--- src/hw/rtl/bmpd_pkg.sv ---
// ----------------------------------------------------------------------------
// BMP decoder package
// Shared types, header layout constants and header check functions.
// ----------------------------------------------------------------------------
package bmpd_pkg;

   localparam int unsigned MAX_DIM    = 4096;
   localparam int unsigned COORD_W    = 12;
   localparam int unsigned DIM_W      = 13;
   localparam int unsigned HEADER_LEN = 34;

   localparam logic [7:0] CHAR_B = 8'h42;
   localparam logic [7:0] CHAR_M = 8'h4D;

   localparam logic [5:0] POS_SIG_B     = 6'd0;
   localparam logic [5:0] POS_SIG_M     = 6'd1;
   localparam logic [5:0] POS_OFFSET_0  = 6'd10;
   localparam logic [5:0] POS_OFFSET_1  = 6'd11;
   localparam logic [5:0] POS_OFFSET_2  = 6'd12;
   localparam logic [5:0] POS_OFFSET_3  = 6'd13;
   localparam logic [5:0] POS_WIDTH_0   = 6'd18;
   localparam logic [5:0] POS_WIDTH_1   = 6'd19;
   localparam logic [5:0] POS_WIDTH_2   = 6'd20;
   localparam logic [5:0] POS_WIDTH_3   = 6'd21;
   localparam logic [5:0] POS_HEIGHT_0  = 6'd22;
   localparam logic [5:0] POS_HEIGHT_1  = 6'd23;
   localparam logic [5:0] POS_HEIGHT_2  = 6'd24;
   localparam logic [5:0] POS_HEIGHT_3  = 6'd25;
   localparam logic [5:0] POS_DEPTH_0   = 6'd28;
   localparam logic [5:0] POS_DEPTH_1   = 6'd29;
   localparam logic [5:0] POS_COMP_0    = 6'd30;
   localparam logic [5:0] POS_COMP_3    = 6'd33;
   localparam logic [5:0] POS_HDR_LAST  = 6'(HEADER_LEN - 1);

   localparam logic [15:0] DEPTH_MONO = 16'd1;
   localparam logic [15:0] DEPTH_RGB  = 16'd24;

   typedef enum logic [4:0] {
      PH_HEADER = 5'b00001,
      PH_SKIP   = 5'b00010,
      PH_PIXELS = 5'b00100,
      PH_DONE   = 5'b01000,
      PH_ERROR  = 5'b10000
   } phase_type;

   typedef enum logic [2:0] {
      ST_OK        = 3'd0,
      ST_NOT_BMP   = 3'd1,
      ST_BAD_DIMS  = 3'd2,
      ST_BAD_DEPTH = 3'd3,
      ST_COMPRESS  = 3'd4,
      ST_TOO_LARGE = 3'd5
   } status_type;

   typedef enum logic {
      KIND_PIXEL = 1'b0,
      KIND_ERROR = 1'b1
   } kind_type;

   // Zero for a dimension that is not positive, MAX_DIM + 1 for one too large.
   function automatic logic [DIM_W-1:0] clip_dim(input logic [31:0] raw);
      logic [DIM_W-1:0] res;
      if (raw == 32'd0 || raw[31]) begin
         res = '0;
      end else if (raw > 32'(MAX_DIM)) begin
         res = DIM_W'(MAX_DIM + 1);
      end else begin
         res = raw[DIM_W-1:0];
      end
      return res;
   endfunction

   function automatic status_type check_header(input logic [DIM_W-1:0] width,
                                               input logic [DIM_W-1:0] height,
                                               input logic [31:0] shift);
      status_type res;
      if (width == '0 || height == '0) begin
         res = ST_BAD_DIMS;
      end else if (shift[15:0] != DEPTH_MONO && shift[15:0] != DEPTH_RGB) begin
         res = ST_BAD_DEPTH;
      end else if (shift[16]) begin
         res = ST_COMPRESS;
      end else if (width > DIM_W'(MAX_DIM) || height > DIM_W'(MAX_DIM)) begin
         res = ST_TOO_LARGE;
      end else begin
         res = ST_OK;
      end
      return res;
   endfunction

endpackage

--- src/hw/rtl/bmpd_if.sv ---
// ----------------------------------------------------------------------------
// BMP decoder channels
// Valid/ready channels for file bytes in and pixel or error results out.
// ----------------------------------------------------------------------------
interface bmpd_req_if;
   logic       valid;
   logic       ready;
   logic [7:0] data_byte;
   logic       image_start;

   modport source (output valid, output data_byte, output image_start, input ready);
   modport sink   (input valid, input data_byte, input image_start, output ready);
endinterface

interface bmpd_rsp_if;
   import bmpd_pkg::*;

   logic               valid;
   logic               ready;
   logic               kind;
   logic [COORD_W-1:0] pixel_x;
   logic [COORD_W-1:0] pixel_y;
   logic [7:0]         red;
   logic [7:0]         green;
   logic [7:0]         blue;
   logic [2:0]         status;
   logic               last;

   modport source (output valid, output kind, output pixel_x, output pixel_y,
                   output red, output green, output blue, output status,
                   output last, input ready);
   modport sink   (input valid, input kind, input pixel_x, input pixel_y,
                   input red, input green, input blue, input status,
                   input last, output ready);
endinterface

--- src/hw/rtl/bmp_stream_pixel_decoder_top.sv ---
// ----------------------------------------------------------------------------
// BMP stream pixel decoder
// Parses an uncompressed 1-bit or 24-bit BMP file arriving one byte per
// request and emits pixel writes (bottom-up rows, row 0 at the top) or one
// error report per file.
//
// The req channel carries one file byte per request; image_start marks byte 0
// of a new file and restarts the parser. The rsp channel carries pixel writes
// and error reports; last is set on the final result caused by a byte.
// A request is held in an input register and worked on there; its first
// result goes from there into the result register before it is valid.
// Header, skip and padding bytes give no result, but for an error report.
// In 24-bit mode a new byte is accepted every cycle while the receiver does
// not stall. In 1-bit mode a byte gives one pixel per cycle, fed by the bit
// sequencer into the result register; the next byte waits until it is done.
// Bytes after an error or after the final pixel are taken and dropped.
// Reset puts the parser at byte 0 of a file, with both registers empty.
// When the receiver stalls, the result register holds its item; header and
// skip bytes still go through, and a byte that yields a result waits.
// ----------------------------------------------------------------------------
module bmp_stream_pixel_decoder_top (
   input logic       clock,
   input logic       reset,
   bmpd_req_if.sink  req_if,
   bmpd_rsp_if.source rsp_if
);
   import bmpd_pkg::*;

   logic               in_valid_ff;
   logic [7:0]         byte_ff;
   logic               start_ff;
   logic [2:0]         bit_ff, bit_in;

   logic [31:0]        bp_ff, bp_in, cur_bp;
   logic [31:0]        ds_ff, ds_in, cur_ds;
   logic [31:0]        hs_ff, hs_in, cur_hs;
   logic [DIM_W-1:0]   width_ff, width_in, cur_width;
   logic [DIM_W-1:0]   height_ff, height_in, cur_height;
   logic               mono_ff, mono_in, cur_mono;
   phase_type          phase_ff, phase_in, cur_phase;
   logic [COORD_W-1:0] col_ff, col_in, cur_col;
   logic [COORD_W-1:0] row_ff, row_in, cur_row;
   logic [1:0]         slot_ff, slot_in, cur_slot;
   logic [7:0]         blue_ff, blue_in, cur_blue;
   logic [7:0]         green_ff, green_in, cur_green;
   logic [1:0]         pad_ff, pad_in, cur_pad;

   logic [5:0]         pos;
   status_type         err;
   logic [DIM_W-1:0]   next_col, next_row;
   logic               col_wrap, row_wrap;
   logic [1:0]         pad_calc;
   logic [COORD_W-1:0] pix_y;
   logic [7:0]         mono_val;

   logic               res_valid;
   kind_type           res_kind;
   logic [COORD_W-1:0] res_x, res_y;
   logic [7:0]         res_red, res_green, res_blue;
   status_type         res_status;
   logic               item_done;
   logic               out_free, step_go, req_go;

   logic               rsp_valid_ff;
   logic               rsp_kind_ff;
   logic [COORD_W-1:0] rsp_x_ff, rsp_y_ff;
   logic [7:0]         rsp_red_ff, rsp_green_ff, rsp_blue_ff;
   logic [2:0]         rsp_status_ff;
   logic               rsp_last_ff;

   // A start byte sees the parser in its reset state.
   always_comb begin
      cur_bp     = start_ff ? '0 : bp_ff;
      cur_ds     = start_ff ? '0 : ds_ff;
      cur_hs     = start_ff ? '0 : hs_ff;
      cur_width  = start_ff ? '0 : width_ff;
      cur_height = start_ff ? '0 : height_ff;
      cur_mono   = start_ff ? 1'b0 : mono_ff;
      cur_phase  = start_ff ? PH_HEADER : phase_ff;
      cur_col    = start_ff ? '0 : col_ff;
      cur_row    = start_ff ? '0 : row_ff;
      cur_slot   = start_ff ? '0 : slot_ff;
      cur_blue   = start_ff ? '0 : blue_ff;
      cur_green  = start_ff ? '0 : green_ff;
      cur_pad    = start_ff ? '0 : pad_ff;
   end

   assign pos      = cur_bp[5:0];
   assign next_col = {1'b0, cur_col} + DIM_W'(1);
   assign next_row = {1'b0, cur_row} + DIM_W'(1);
   assign col_wrap = next_col >= cur_width;
   assign row_wrap = next_row >= cur_height;
   assign pad_calc = 2'd0 - (cur_width[1:0] + cur_width[1:0] + cur_width[1:0]);
   assign pix_y    = COORD_W'(cur_height - DIM_W'(1) - {1'b0, cur_row});
   assign mono_val = byte_ff[3'd7 - bit_ff] ? 8'hFF : 8'h00;

   always_comb begin
      bp_in      = cur_bp;
      ds_in      = cur_ds;
      hs_in      = cur_hs;
      width_in   = cur_width;
      height_in  = cur_height;
      mono_in    = cur_mono;
      phase_in   = cur_phase;
      col_in     = cur_col;
      row_in     = cur_row;
      slot_in    = cur_slot;
      blue_in    = cur_blue;
      green_in   = cur_green;
      pad_in     = cur_pad;
      bit_in     = '0;
      err        = ST_OK;
      res_valid  = 1'b0;
      res_kind   = KIND_PIXEL;
      res_x      = '0;
      res_y      = '0;
      res_red    = '0;
      res_green  = '0;
      res_blue   = '0;
      res_status = ST_OK;
      item_done  = 1'b1;

      unique case (cur_phase)
         PH_HEADER: begin
            if (pos == POS_SIG_B && byte_ff != CHAR_B) begin
               err = ST_NOT_BMP;
            end else if (pos == POS_SIG_M && byte_ff != CHAR_M) begin
               err = ST_NOT_BMP;
            end
            unique case (pos)
               POS_OFFSET_0: ds_in = {24'd0, byte_ff};
               POS_OFFSET_1: ds_in[15:8] = byte_ff;
               POS_OFFSET_2: ds_in[23:16] = byte_ff;
               POS_OFFSET_3: ds_in[31:24] = byte_ff;
               POS_WIDTH_0, POS_HEIGHT_0, POS_DEPTH_0: hs_in = {24'd0, byte_ff};
               POS_WIDTH_1, POS_HEIGHT_1, POS_DEPTH_1: hs_in[15:8] = byte_ff;
               POS_WIDTH_2, POS_HEIGHT_2: hs_in[23:16] = byte_ff;
               POS_WIDTH_3, POS_HEIGHT_3: hs_in[31:24] = byte_ff;
               default: begin
                  if (pos >= POS_COMP_0 && pos <= POS_COMP_3 && byte_ff != 8'd0) begin
                     hs_in[16] = 1'b1;
                  end
               end
            endcase
            if (pos == POS_WIDTH_3) begin
               width_in = clip_dim(hs_in);
            end
            if (pos == POS_HEIGHT_3) begin
               height_in = clip_dim(hs_in);
            end
            if (err == ST_OK && pos == POS_HDR_LAST) begin
               err = check_header(width_in, height_in, hs_in);
            end
            if (err != ST_OK) begin
               res_valid  = 1'b1;
               res_kind   = KIND_ERROR;
               res_status = err;
               phase_in   = PH_ERROR;
            end else begin
               bp_in = cur_bp + 32'd1;
               if (pos == POS_HDR_LAST) begin
                  mono_in  = hs_in[15:0] == DEPTH_MONO;
                  col_in   = '0;
                  row_in   = '0;
                  slot_in  = '0;
                  pad_in   = '0;
                  phase_in = (ds_in > 32'(HEADER_LEN)) ? PH_SKIP : PH_PIXELS;
               end
            end
         end
         PH_SKIP: begin
            bp_in = (cur_bp == '1) ? cur_bp : cur_bp + 32'd1;
            if (bp_in >= cur_ds) begin
               phase_in = PH_PIXELS;
            end
         end
         PH_PIXELS: begin
            if (cur_mono) begin
               res_valid = 1'b1;
               res_x     = cur_col;
               res_y     = pix_y;
               res_red   = mono_val;
               res_green = mono_val;
               res_blue  = mono_val;
            end else if (cur_pad != 2'd0) begin
               pad_in = cur_pad - 2'd1;
            end else if (cur_slot == 2'd0) begin
               blue_in = byte_ff;
               slot_in = 2'd1;
            end else if (cur_slot == 2'd1) begin
               green_in = byte_ff;
               slot_in  = 2'd2;
            end else begin
               res_valid = 1'b1;
               res_x     = cur_col;
               res_y     = pix_y;
               res_red   = byte_ff;
               res_green = cur_green;
               res_blue  = cur_blue;
               slot_in   = 2'd0;
            end
            if (res_valid) begin
               if (col_wrap) begin
                  col_in = '0;
                  if (row_wrap) begin
                     row_in   = '0;
                     phase_in = PH_DONE;
                  end else begin
                     row_in = next_row[COORD_W-1:0];
                     if (!cur_mono) begin
                        pad_in = pad_calc;
                     end
                  end
               end else begin
                  col_in = next_col[COORD_W-1:0];
               end
            end
            if (cur_mono) begin
               item_done = (bit_ff == 3'd7) || (phase_in == PH_DONE);
               bit_in    = item_done ? 3'd0 : bit_ff + 3'd1;
            end
         end
         PH_DONE, PH_ERROR: begin
         end
         default: begin
         end
      endcase
   end

   assign out_free      = !rsp_valid_ff || rsp_if.ready;
   assign step_go       = in_valid_ff && (!res_valid || out_free);
   assign req_if.ready  = !in_valid_ff || (step_go && item_done);
   assign req_go        = req_if.valid && req_if.ready;

   always_ff @(posedge clock) begin
      if (reset) begin
         in_valid_ff <= 1'b0;
         start_ff    <= 1'b0;
      end else if (req_go) begin
         in_valid_ff <= 1'b1;
         start_ff    <= req_if.image_start;
      end else if (step_go) begin
         in_valid_ff <= !item_done;
         start_ff    <= 1'b0;
      end
   end

   always_ff @(posedge clock) begin
      if (req_go) begin
         byte_ff <= req_if.data_byte;
      end
   end

   always_ff @(posedge clock) begin
      if (reset) begin
         bit_ff    <= '0;
         bp_ff     <= '0;
         ds_ff     <= '0;
         hs_ff     <= '0;
         width_ff  <= '0;
         height_ff <= '0;
         mono_ff   <= 1'b0;
         phase_ff  <= PH_HEADER;
         col_ff    <= '0;
         row_ff    <= '0;
         slot_ff   <= '0;
         blue_ff   <= '0;
         green_ff  <= '0;
         pad_ff    <= '0;
      end else if (step_go) begin
         bit_ff    <= bit_in;
         bp_ff     <= bp_in;
         ds_ff     <= ds_in;
         hs_ff     <= hs_in;
         width_ff  <= width_in;
         height_ff <= height_in;
         mono_ff   <= mono_in;
         phase_ff  <= phase_in;
         col_ff    <= col_in;
         row_ff    <= row_in;
         slot_ff   <= slot_in;
         blue_ff   <= blue_in;
         green_ff  <= green_in;
         pad_ff    <= pad_in;
      end
   end

   always_ff @(posedge clock) begin
      if (reset) begin
         rsp_valid_ff <= 1'b0;
      end else if (step_go && res_valid) begin
         rsp_valid_ff <= 1'b1;
      end else if (rsp_if.ready) begin
         rsp_valid_ff <= 1'b0;
      end
   end

   always_ff @(posedge clock) begin
      if (step_go && res_valid) begin
         rsp_kind_ff   <= res_kind;
         rsp_x_ff      <= res_x;
         rsp_y_ff      <= res_y;
         rsp_red_ff    <= res_red;
         rsp_green_ff  <= res_green;
         rsp_blue_ff   <= res_blue;
         rsp_status_ff <= res_status;
         rsp_last_ff   <= item_done;
      end
   end

   assign rsp_if.valid   = rsp_valid_ff;
   assign rsp_if.kind    = rsp_kind_ff;
   assign rsp_if.pixel_x = rsp_x_ff;
   assign rsp_if.pixel_y = rsp_y_ff;
   assign rsp_if.red     = rsp_red_ff;
   assign rsp_if.green   = rsp_green_ff;
   assign rsp_if.blue    = rsp_blue_ff;
   assign rsp_if.status  = rsp_status_ff;
   assign rsp_if.last    = rsp_last_ff;

   a_bit_only_mono: assert property (@(posedge clock) disable iff (reset)
      bit_ff != 3'd0 |-> mono_ff && phase_ff == PH_PIXELS)
      else $error("bit sequencer active outside 1-bit pixel decoding");

   a_error_stops: assert property (@(posedge clock) disable iff (reset)
      step_go && res_valid && res_kind == KIND_ERROR |=> phase_ff == PH_ERROR)
      else $error("error report did not stop the parser");

   a_done_idle_bits: assert property (@(posedge clock) disable iff (reset)
      phase_ff == PH_DONE |-> bit_ff == 3'd0)
      else $error("bit sequencer left running after the final pixel");

   a_error_last: assert property (@(posedge clock) disable iff (reset)
      rsp_valid_ff && rsp_kind_ff == KIND_ERROR |-> rsp_last_ff && rsp_status_ff != ST_OK)
      else $error("error report without status or last flag");

endmodule
--- src/flat_wrapper.sv ---
// flat-port wrapper written by rule: the top's interface ports become plain ports
module bmp_stream_pixel_decoder_top_flat import bmpd_pkg::*;
  (clock, reset, req_if_valid, req_if_data_byte, req_if_image_start, req_if_ready, rsp_if_valid, rsp_if_kind, rsp_if_pixel_x, rsp_if_pixel_y, rsp_if_red, rsp_if_green, rsp_if_blue, rsp_if_status, rsp_if_last, rsp_if_ready);
  bmpd_req_if req_if_i ();
  bmpd_rsp_if rsp_if_i ();
  input logic clock;
  input logic reset;
  input wire logic [$bits(req_if_i.valid)-1:0] req_if_valid;
  input wire logic [$bits(req_if_i.data_byte)-1:0] req_if_data_byte;
  input wire logic [$bits(req_if_i.image_start)-1:0] req_if_image_start;
  output wire logic [$bits(req_if_i.ready)-1:0] req_if_ready;
  output wire logic [$bits(rsp_if_i.valid)-1:0] rsp_if_valid;
  output wire logic [$bits(rsp_if_i.kind)-1:0] rsp_if_kind;
  output wire logic [$bits(rsp_if_i.pixel_x)-1:0] rsp_if_pixel_x;
  output wire logic [$bits(rsp_if_i.pixel_y)-1:0] rsp_if_pixel_y;
  output wire logic [$bits(rsp_if_i.red)-1:0] rsp_if_red;
  output wire logic [$bits(rsp_if_i.green)-1:0] rsp_if_green;
  output wire logic [$bits(rsp_if_i.blue)-1:0] rsp_if_blue;
  output wire logic [$bits(rsp_if_i.status)-1:0] rsp_if_status;
  output wire logic [$bits(rsp_if_i.last)-1:0] rsp_if_last;
  input wire logic [$bits(rsp_if_i.ready)-1:0] rsp_if_ready;
  assign req_if_i.valid = req_if_valid;
  assign req_if_i.data_byte = req_if_data_byte;
  assign req_if_i.image_start = req_if_image_start;
  assign req_if_ready = req_if_i.ready;
  assign rsp_if_valid = rsp_if_i.valid;
  assign rsp_if_kind = rsp_if_i.kind;
  assign rsp_if_pixel_x = rsp_if_i.pixel_x;
  assign rsp_if_pixel_y = rsp_if_i.pixel_y;
  assign rsp_if_red = rsp_if_i.red;
  assign rsp_if_green = rsp_if_i.green;
  assign rsp_if_blue = rsp_if_i.blue;
  assign rsp_if_status = rsp_if_i.status;
  assign rsp_if_last = rsp_if_i.last;
  assign rsp_if_i.ready = rsp_if_ready;
  bmp_stream_pixel_decoder_top u_core (.clock(clock), .reset(reset), .req_if(req_if_i), .rsp_if(rsp_if_i));
endmodule
--- config.mk ---
export PLATFORM = sky130hd
export DESIGN_NAME = bmp_stream_pixel_decoder_top_flat
export DESIGN_NICKNAME = d
export VERILOG_FILES = /design/src/hw/rtl/bmpd_pkg.sv /design/src/hw/rtl/bmpd_if.sv /design/src/hw/rtl/bmp_stream_pixel_decoder_top.sv /design/src/flat_wrapper.sv
export SDC_FILE = /design/constraint.sdc
export NUM_CORES = 1
export LEC_CHECK = 0
export ABC_AREA = 0
export CAP_MARGIN = 0
export CELL_PAD_IN_SITES_DETAIL_PLACEMENT = 1
export CELL_PAD_IN_SITES_GLOBAL_PLACEMENT = 2
export CORE_UTILIZATION = 33
export DETAILED_ROUTE_END_ITERATION = 7
export DONT_BUFFER_PORTS = 1
export PLACE_DENSITY = 0.7
export SLEW_MARGIN = 20
export SYNTH_ARGS = -nofsm -noshare
export SYNTH_HDL_FRONTEND = slang
export SYNTH_SLANG_ARGS = --single-unit
--- constraint.sdc ---
create_clock -name clock -period 8.9 [get_ports clock]
set_input_delay 2.67 -clock clock [delete_from_list [all_inputs] [get_ports clock]]
set_output_delay 2.67 -clock clock [all_outputs]
set_load 0.03 [all_outputs]
* Word level (Yosys, flattened, before mapping)
Index checks and enable logic that the tools add are counted.
Operators by class: muxes and demuxes 143, reduce and logical (&&, ||, !) cells 38, magnitude comparators 10, add/subtract/negate cells 11, equal/unequal tests 28
Operators with widths (count):
- $mux 8 | 33
- $mux 12 | 19
- $mux 32 | 7
- $mux 13 | 10
- $pmux 8 s2 | 5
- $pmux 32 s2 | 1
- $eq 6x5->1 const B | 10
- $pmux 12 s2 | 2
- $mux 5 | 8
- $mux 3 | 12
- $add 32x1->32 const B | 1
- $eq 32x32->1 const B | 1
- $ge 32x32->1 | 1
- $gt 32x13->1 const B | 1
- $gt 32x6->1 const B | 1
- $logic_not 32->1 | 1
- $mux 2 | 16
- $add 12x1->13 const B | 2
- $ge 13x13->1 | 2
- $gt 13x13->1 const B | 2
- $logic_not 13->1 | 2
- $eq 6x4->1 const B | 4
- $mux 1 | 22
- $eq 16x1->1 const B | 1
- 41 further kinds | 66
Word-level totals: register bits after elaboration 239, input port bits 13, word-level logic and storage cells 256

* Depth between registers and ports, before layout
depth after elaboration 30, depth in mapped cells 28, gate-level depth less buffers 20

* Worst setup path after synthesis
OpenSTA, ideal clock, no wires.
path kind register to output, from register u_core.start_ff, to output req_if_ready, stages on the path, launching flop included 25, path buffers 9, slack -0.338 ns, arrival 6.568 ns, data required time 6.230 ns, cell sequence dfxtp_1 > buf_4 > clkbuf_1 > clkbuf_1 > buf_1 > clkbuf_1 > buf_1 > clkbuf_1 > buf_1 > nor2b_1 > ha_1 > and3_1 > and3_1 > clkbuf_1 > and3_1 > nand3_1 > xor2_1 > nor2_1 > ha_1 > nand4_1 > nor3_1 > nor4_1 > a2111oi_1 > a2111oi_0 > o21ai_0
On the way: longest elaborated chain between the ends 28, elaborated cells between the ends (all ways) 108
Ends and longest elaborated chain:
- start, declared | RTL line bmp_stream_pixel_decoder_top.sv:31 | logic start_ff;
- start signal, assigned | RTL line bmp_stream_pixel_decoder_top.sv:241 | start_ff <= req_if.image_start;
- $mux 32 | RTL line bmp_stream_pixel_decoder_top.sv:73 | cur_bp = start_ff ? '0 : bp_ff;
- $ge 6x5->1 or $le 6x6->1 (tied branches) | RTL line bmp_stream_pixel_decoder_top.sv:140 | if (pos >= POS_COMP_0 && pos <= POS_COMP_3 && byte_ff != 8'd0) begin
- $logic_and 1x1->1 (2 in series) | RTL line bmp_stream_pixel_decoder_top.sv:140
- $mux 1 | RTL line bmp_stream_pixel_decoder_top.sv:140
- $pmux 1 s3 | RTL line bmp_stream_pixel_decoder_top.sv:130 | unique case (pos)
- $mux 1 | RTL line bmp_stream_pixel_decoder_top.sv:123 | unique case (cur_phase)
- $gt 32x13->1 or $logic_not 32->1 (tied branches) | RTL line bmpd_pkg.sv:65, bmpd_pkg.sv:63
- $mux 13 or $logic_or 1x1->1 (tied branches) | RTL line bmpd_pkg.sv:65, bmpd_pkg.sv:63
- (+11 left out)
- $reduce_bool 3->1 | RTL line bmp_stream_pixel_decoder_top.sv:154 | if (err != ST_OK) begin
- $mux 1 | RTL line bmp_stream_pixel_decoder_top.sv:154
- $pmux 1 s2 | RTL line bmp_stream_pixel_decoder_top.sv:123
- $logic_not 1->1 | RTL line bmp_stream_pixel_decoder_top.sv:231 | assign step_go = in_valid_ff && (!res_valid || out_free);
- $logic_or 1x1->1 | RTL line bmp_stream_pixel_decoder_top.sv:231
- $logic_and 1x1->1 | RTL line bmp_stream_pixel_decoder_top.sv:231
- $logic_and 1x1->1 * | RTL line bmp_stream_pixel_decoder_top.sv:232 | assign req_if.ready = !in_valid_ff || (step_go && item_done);
- $logic_or 1x1->1 * | RTL line bmp_stream_pixel_decoder_top.sv:232
- end, declared | RTL line flat_wrapper.sv:11 | output wire logic [$bits(req_if_i.ready)-1:0] req_if_ready;
Mark *: on every way between the ends. The rest lies on a longest branch, timed or not. The select of a mux whose other input is x is not followed.

* Worst setup path after layout
from register u_core.bp_ff[1], to output req_if_ready
On the way: longest elaborated chain between the ends 28, elaborated cells between the ends (all ways) 77
Ends and longest elaborated chain:
- start, declared | RTL line bmp_stream_pixel_decoder_top.sv:34 | logic [31:0] bp_ff, bp_in, cur_bp;
- start signal, assigned | RTL line bmp_stream_pixel_decoder_top.sv:272 | bp_ff <= bp_in;
- $mux 32 * | RTL line bmp_stream_pixel_decoder_top.sv:73
- $ge 6x5->1 or $le 6x6->1 (tied branches) | RTL line bmp_stream_pixel_decoder_top.sv:140
- $logic_and 1x1->1 (2 in series) | RTL line bmp_stream_pixel_decoder_top.sv:140
- $mux 1 | RTL line bmp_stream_pixel_decoder_top.sv:140
- $pmux 1 s3 | RTL line bmp_stream_pixel_decoder_top.sv:130
- $mux 1 | RTL line bmp_stream_pixel_decoder_top.sv:123
- $gt 32x13->1 or $logic_not 32->1 (tied branches) | RTL line bmpd_pkg.sv:65, bmpd_pkg.sv:63
- $mux 13 or $logic_or 1x1->1 (tied branches) | RTL line bmpd_pkg.sv:65, bmpd_pkg.sv:63
- (+11 left out)
- $reduce_bool 3->1 * | RTL line bmp_stream_pixel_decoder_top.sv:154
- $mux 1 * | RTL line bmp_stream_pixel_decoder_top.sv:154
- $pmux 1 s2 * | RTL line bmp_stream_pixel_decoder_top.sv:123
- $logic_not 1->1 * | RTL line bmp_stream_pixel_decoder_top.sv:231
- $logic_or 1x1->1 * | RTL line bmp_stream_pixel_decoder_top.sv:231
- $logic_and 1x1->1 * | RTL line bmp_stream_pixel_decoder_top.sv:231
- $logic_and 1x1->1 * | RTL line bmp_stream_pixel_decoder_top.sv:232
- $logic_or 1x1->1 * | RTL line bmp_stream_pixel_decoder_top.sv:232
Marks and branches as above.

==> impl_metrics.toml <==
[status]
status = "finished clean"

[worst_setup_path]
crit_start = "u_core.bp_ff[1]$_SDFFE_PP0P_"
crit_required_ns = 6.23
end_kind = "output port"
reg2reg_from = "u_core.start_ff$_SDFFE_PP0P_"
critical_path_class = "flop to output port"
worstSetupStartpointType = "flop"
critPathArrivalTime_ns = 5.48
cp_max_fo = 20

[sta]
finalSetupTns_ns = 0
timing.final.max_slew_violations = 0
rsz0062_at_grt = "no"
finClkSkew_ns = 0.0286
min_period_over_period = 0.916
timing_hold_violations_final = 0
relSlewSlack = 0.249
period_needed_ns = 8.15
tightest_slew_ns = 1.12
fmax_ghz = 0.123
setup_viol = 0

[routing]
routed_via_density = 5.75
vias = 13300
postRouteAntennaNets = 0
drt_first_pass_iters = 5
wl_mm = 53.5
post_drt_wl_per_cell_um = 23.1
drt_iter0_drc = 785
drc = 0

[synth]
syn_area_um2 = 14400
synthArstFlopShare = 0
yosysMostFrequentCell = "nand2_1"
synth_edf_count = 61
yosysWarnings = 0
yosys_register_bits = 239
ys_types = 90
synth_seq_area_share = 0.374
synth_top_flop_cell = "dfxtp_1"
synth_top_area_cell = "dfxtp_1"
synthCells = 1744
syn-num-nets = 1831
yosys.area.top_type_share = 0.247
synth_common_cells = "nand2_1, nor2_1, dfxtp_1"
synth.avg_cell_area_um2 = 8.28
synthTopCellsByArea = "dfxtp_1, edfxtp_1, ha_1"

[cts]
cts_max_level = 1
clockBufferDepth = 3
cts_hold_buf = 0
cts_tree = "built"
cts_root_buf = "clkbuf_16"
clkSinkCount = 239
cts_buffers = 30
cts.clk_slew.worst_paths_ns = 0.07
cts_resized = 0
clkLatencyLatePin_ns = 0.59
postCtsSetupBuffers = 0

[global_route]
grt_pass1_vias = 13500
antenna_found_initial = 0
grt_start_max_net_pins = 113
gr-total-overflow = 0
grtUsageTotal = 0.237
grt_first_pass_wirelength_mm = 81.7

[hold_path]
hp-class = "flop to flop"
worstHoldStart = "u_core.width_ff[4]$_SDFFE_PP0P_"

[power_and_ir_drop]
netSwitchingFraction = 0.264
clock_power_share = 0.483
combPwrFrac = 0.088
power_mw = 2.75
power_density_nw_per_um2 = 171
p_leak_nw = 5.97
switchingPower_uw = 727
intPower_mw = 2.02
vdd_ir_drop_max_mv = 0.135
p_seq_frac = 0.429

[cells_and_area]
diodes = 0
area_growth_pct = 11.6
nFillCells = 5074
drive_gt1_frac = 0.0776
fin_nets = 1791

[placed_design]
finalWeightedCongestion = 0.881
port_buffers = 0
dp_hpwl_mm = 38.1

[run]
cap_viol_max_count = 0

[floorplan]
die-area_um2 = 44600
num_rows = 76
die_w_um = 211
io_pins = 68
core_region_area_um2 = 43100
die_h_um = 211
start_util = 0.335
==> worst max-delay path: stages, from the launching register on <==
cell       delay, ns
dfxtp_1         0.77
nand2b_2        0.26
a21oi_2         0.65
mux2_2          0.42
a41oi_1         0.34
nor3_1          0.23
a31o_2          0.29
or4_4           0.54
a2111oi_4       0.54
a21oi_1         0.18
o21ai_1         0.65
==> per-layer routing <==
metal | wire length (um) | vias up | track usage
li1 | - | 6328 | -
met1 | 23100 | 6645 | 0.291
met2 | 27100 | 243 | 0.432
met3 | 1820 | 82 | 0.0259
met4 | 1440 | 0 | 0.0712
met5 | 0 | - | 0
==> metrics by stage <==
step	cells	setup WS (ns)	util	hold slack [ns]	instance area [um2]
floorplan	1744	0.259	-	0.432	14400
global placement	2257	1.53	0.349	0.441	15000
CTS	2312	0.743	0.374	0.451	16100
global route	2312	0.441	0.374	0.491	16100
finish	2312	0.748	0.374	0.456	16100
detailed placement	2257	1.39	0.349	0.443	15000
==> state kept, by name, summed over array words and instances (netlist names), 12 cells and up <==
| register | cells |
|---|---|
| u_core.hs_ff | 32 |
| u_core.bp_ff | 32 |
| u_core.row_ff | 12 |
| u_core.ds_ff | 32 |
| u_core.col_ff | 12 |
| u_core.rsp_if.pixel_y | 12 |
| u_core.width_ff | 13 |
| u_core.height_ff | 13 |
| u_core.rsp_if.pixel_x | 12 |
==> worst paths after layout <==
| kind | end | slack, ns | cells past startpoint |
|---|---|---|---|
| max reg2reg | u_core.phase_ff[1]$_SDFFE_PP0P_ | 2.69 | 20 |
| min reg2reg | u_core.width_ff[4]$_SDFFE_PP0P_ | 0.46 | 2 |
| min | u_core.width_ff[4]$_SDFFE_PP0P_ | 0.46 | 2 |
| max | req_if_ready | 0.75 | 10 |
==> power by group through the flow <==
stage,clock network (mW),registers [mW],logic [mW]
global placement,0,1.20,0.241
detailed placement,0,1.20,0.243
finish,1.33,1.18,0.243
CTS,1.36,1.18,0.244
global route,1.40,1.18,0.263
floorplan,0,1.20,0.164
==> cell usage in the layout (no fill, tap or decap), types with 37 or more instances in the layout <==
cell	Yosys	routed
nand2_1	232	232
nor2_1	191	191
dfxtp_1	178	177
a21oi_1	137	135
o21ai_0	92	90
ha_1	73	73
a22o_1	66	66
nor3_1	64	63
edfxtp_1	61	61
nand3_1	48	48
nor2b_1	43	43
inv_1	37	37
==> logic make-up after synthesis <==
kind of cell	synth area share
compound gates	0.241
xor+xnor	0.0303
fa+ha+maj	0.0647
buf+inv	0.0401
flops	0.374
mux	0.0156
simple gates	0.235
==> final cells by class <==
cell class	instances	area, um2	area share
clock buffers	42	866	0.0538
clock inverters	13	204	0.0127
inverters	38	145	0.00901
multi-input cells	1361	8510	0.528
flip-flops and latches	239	5400	0.335
well taps	585	732	0.0454
repair buffers	34	255	0.0158
(Power assumes the default switching activity.)
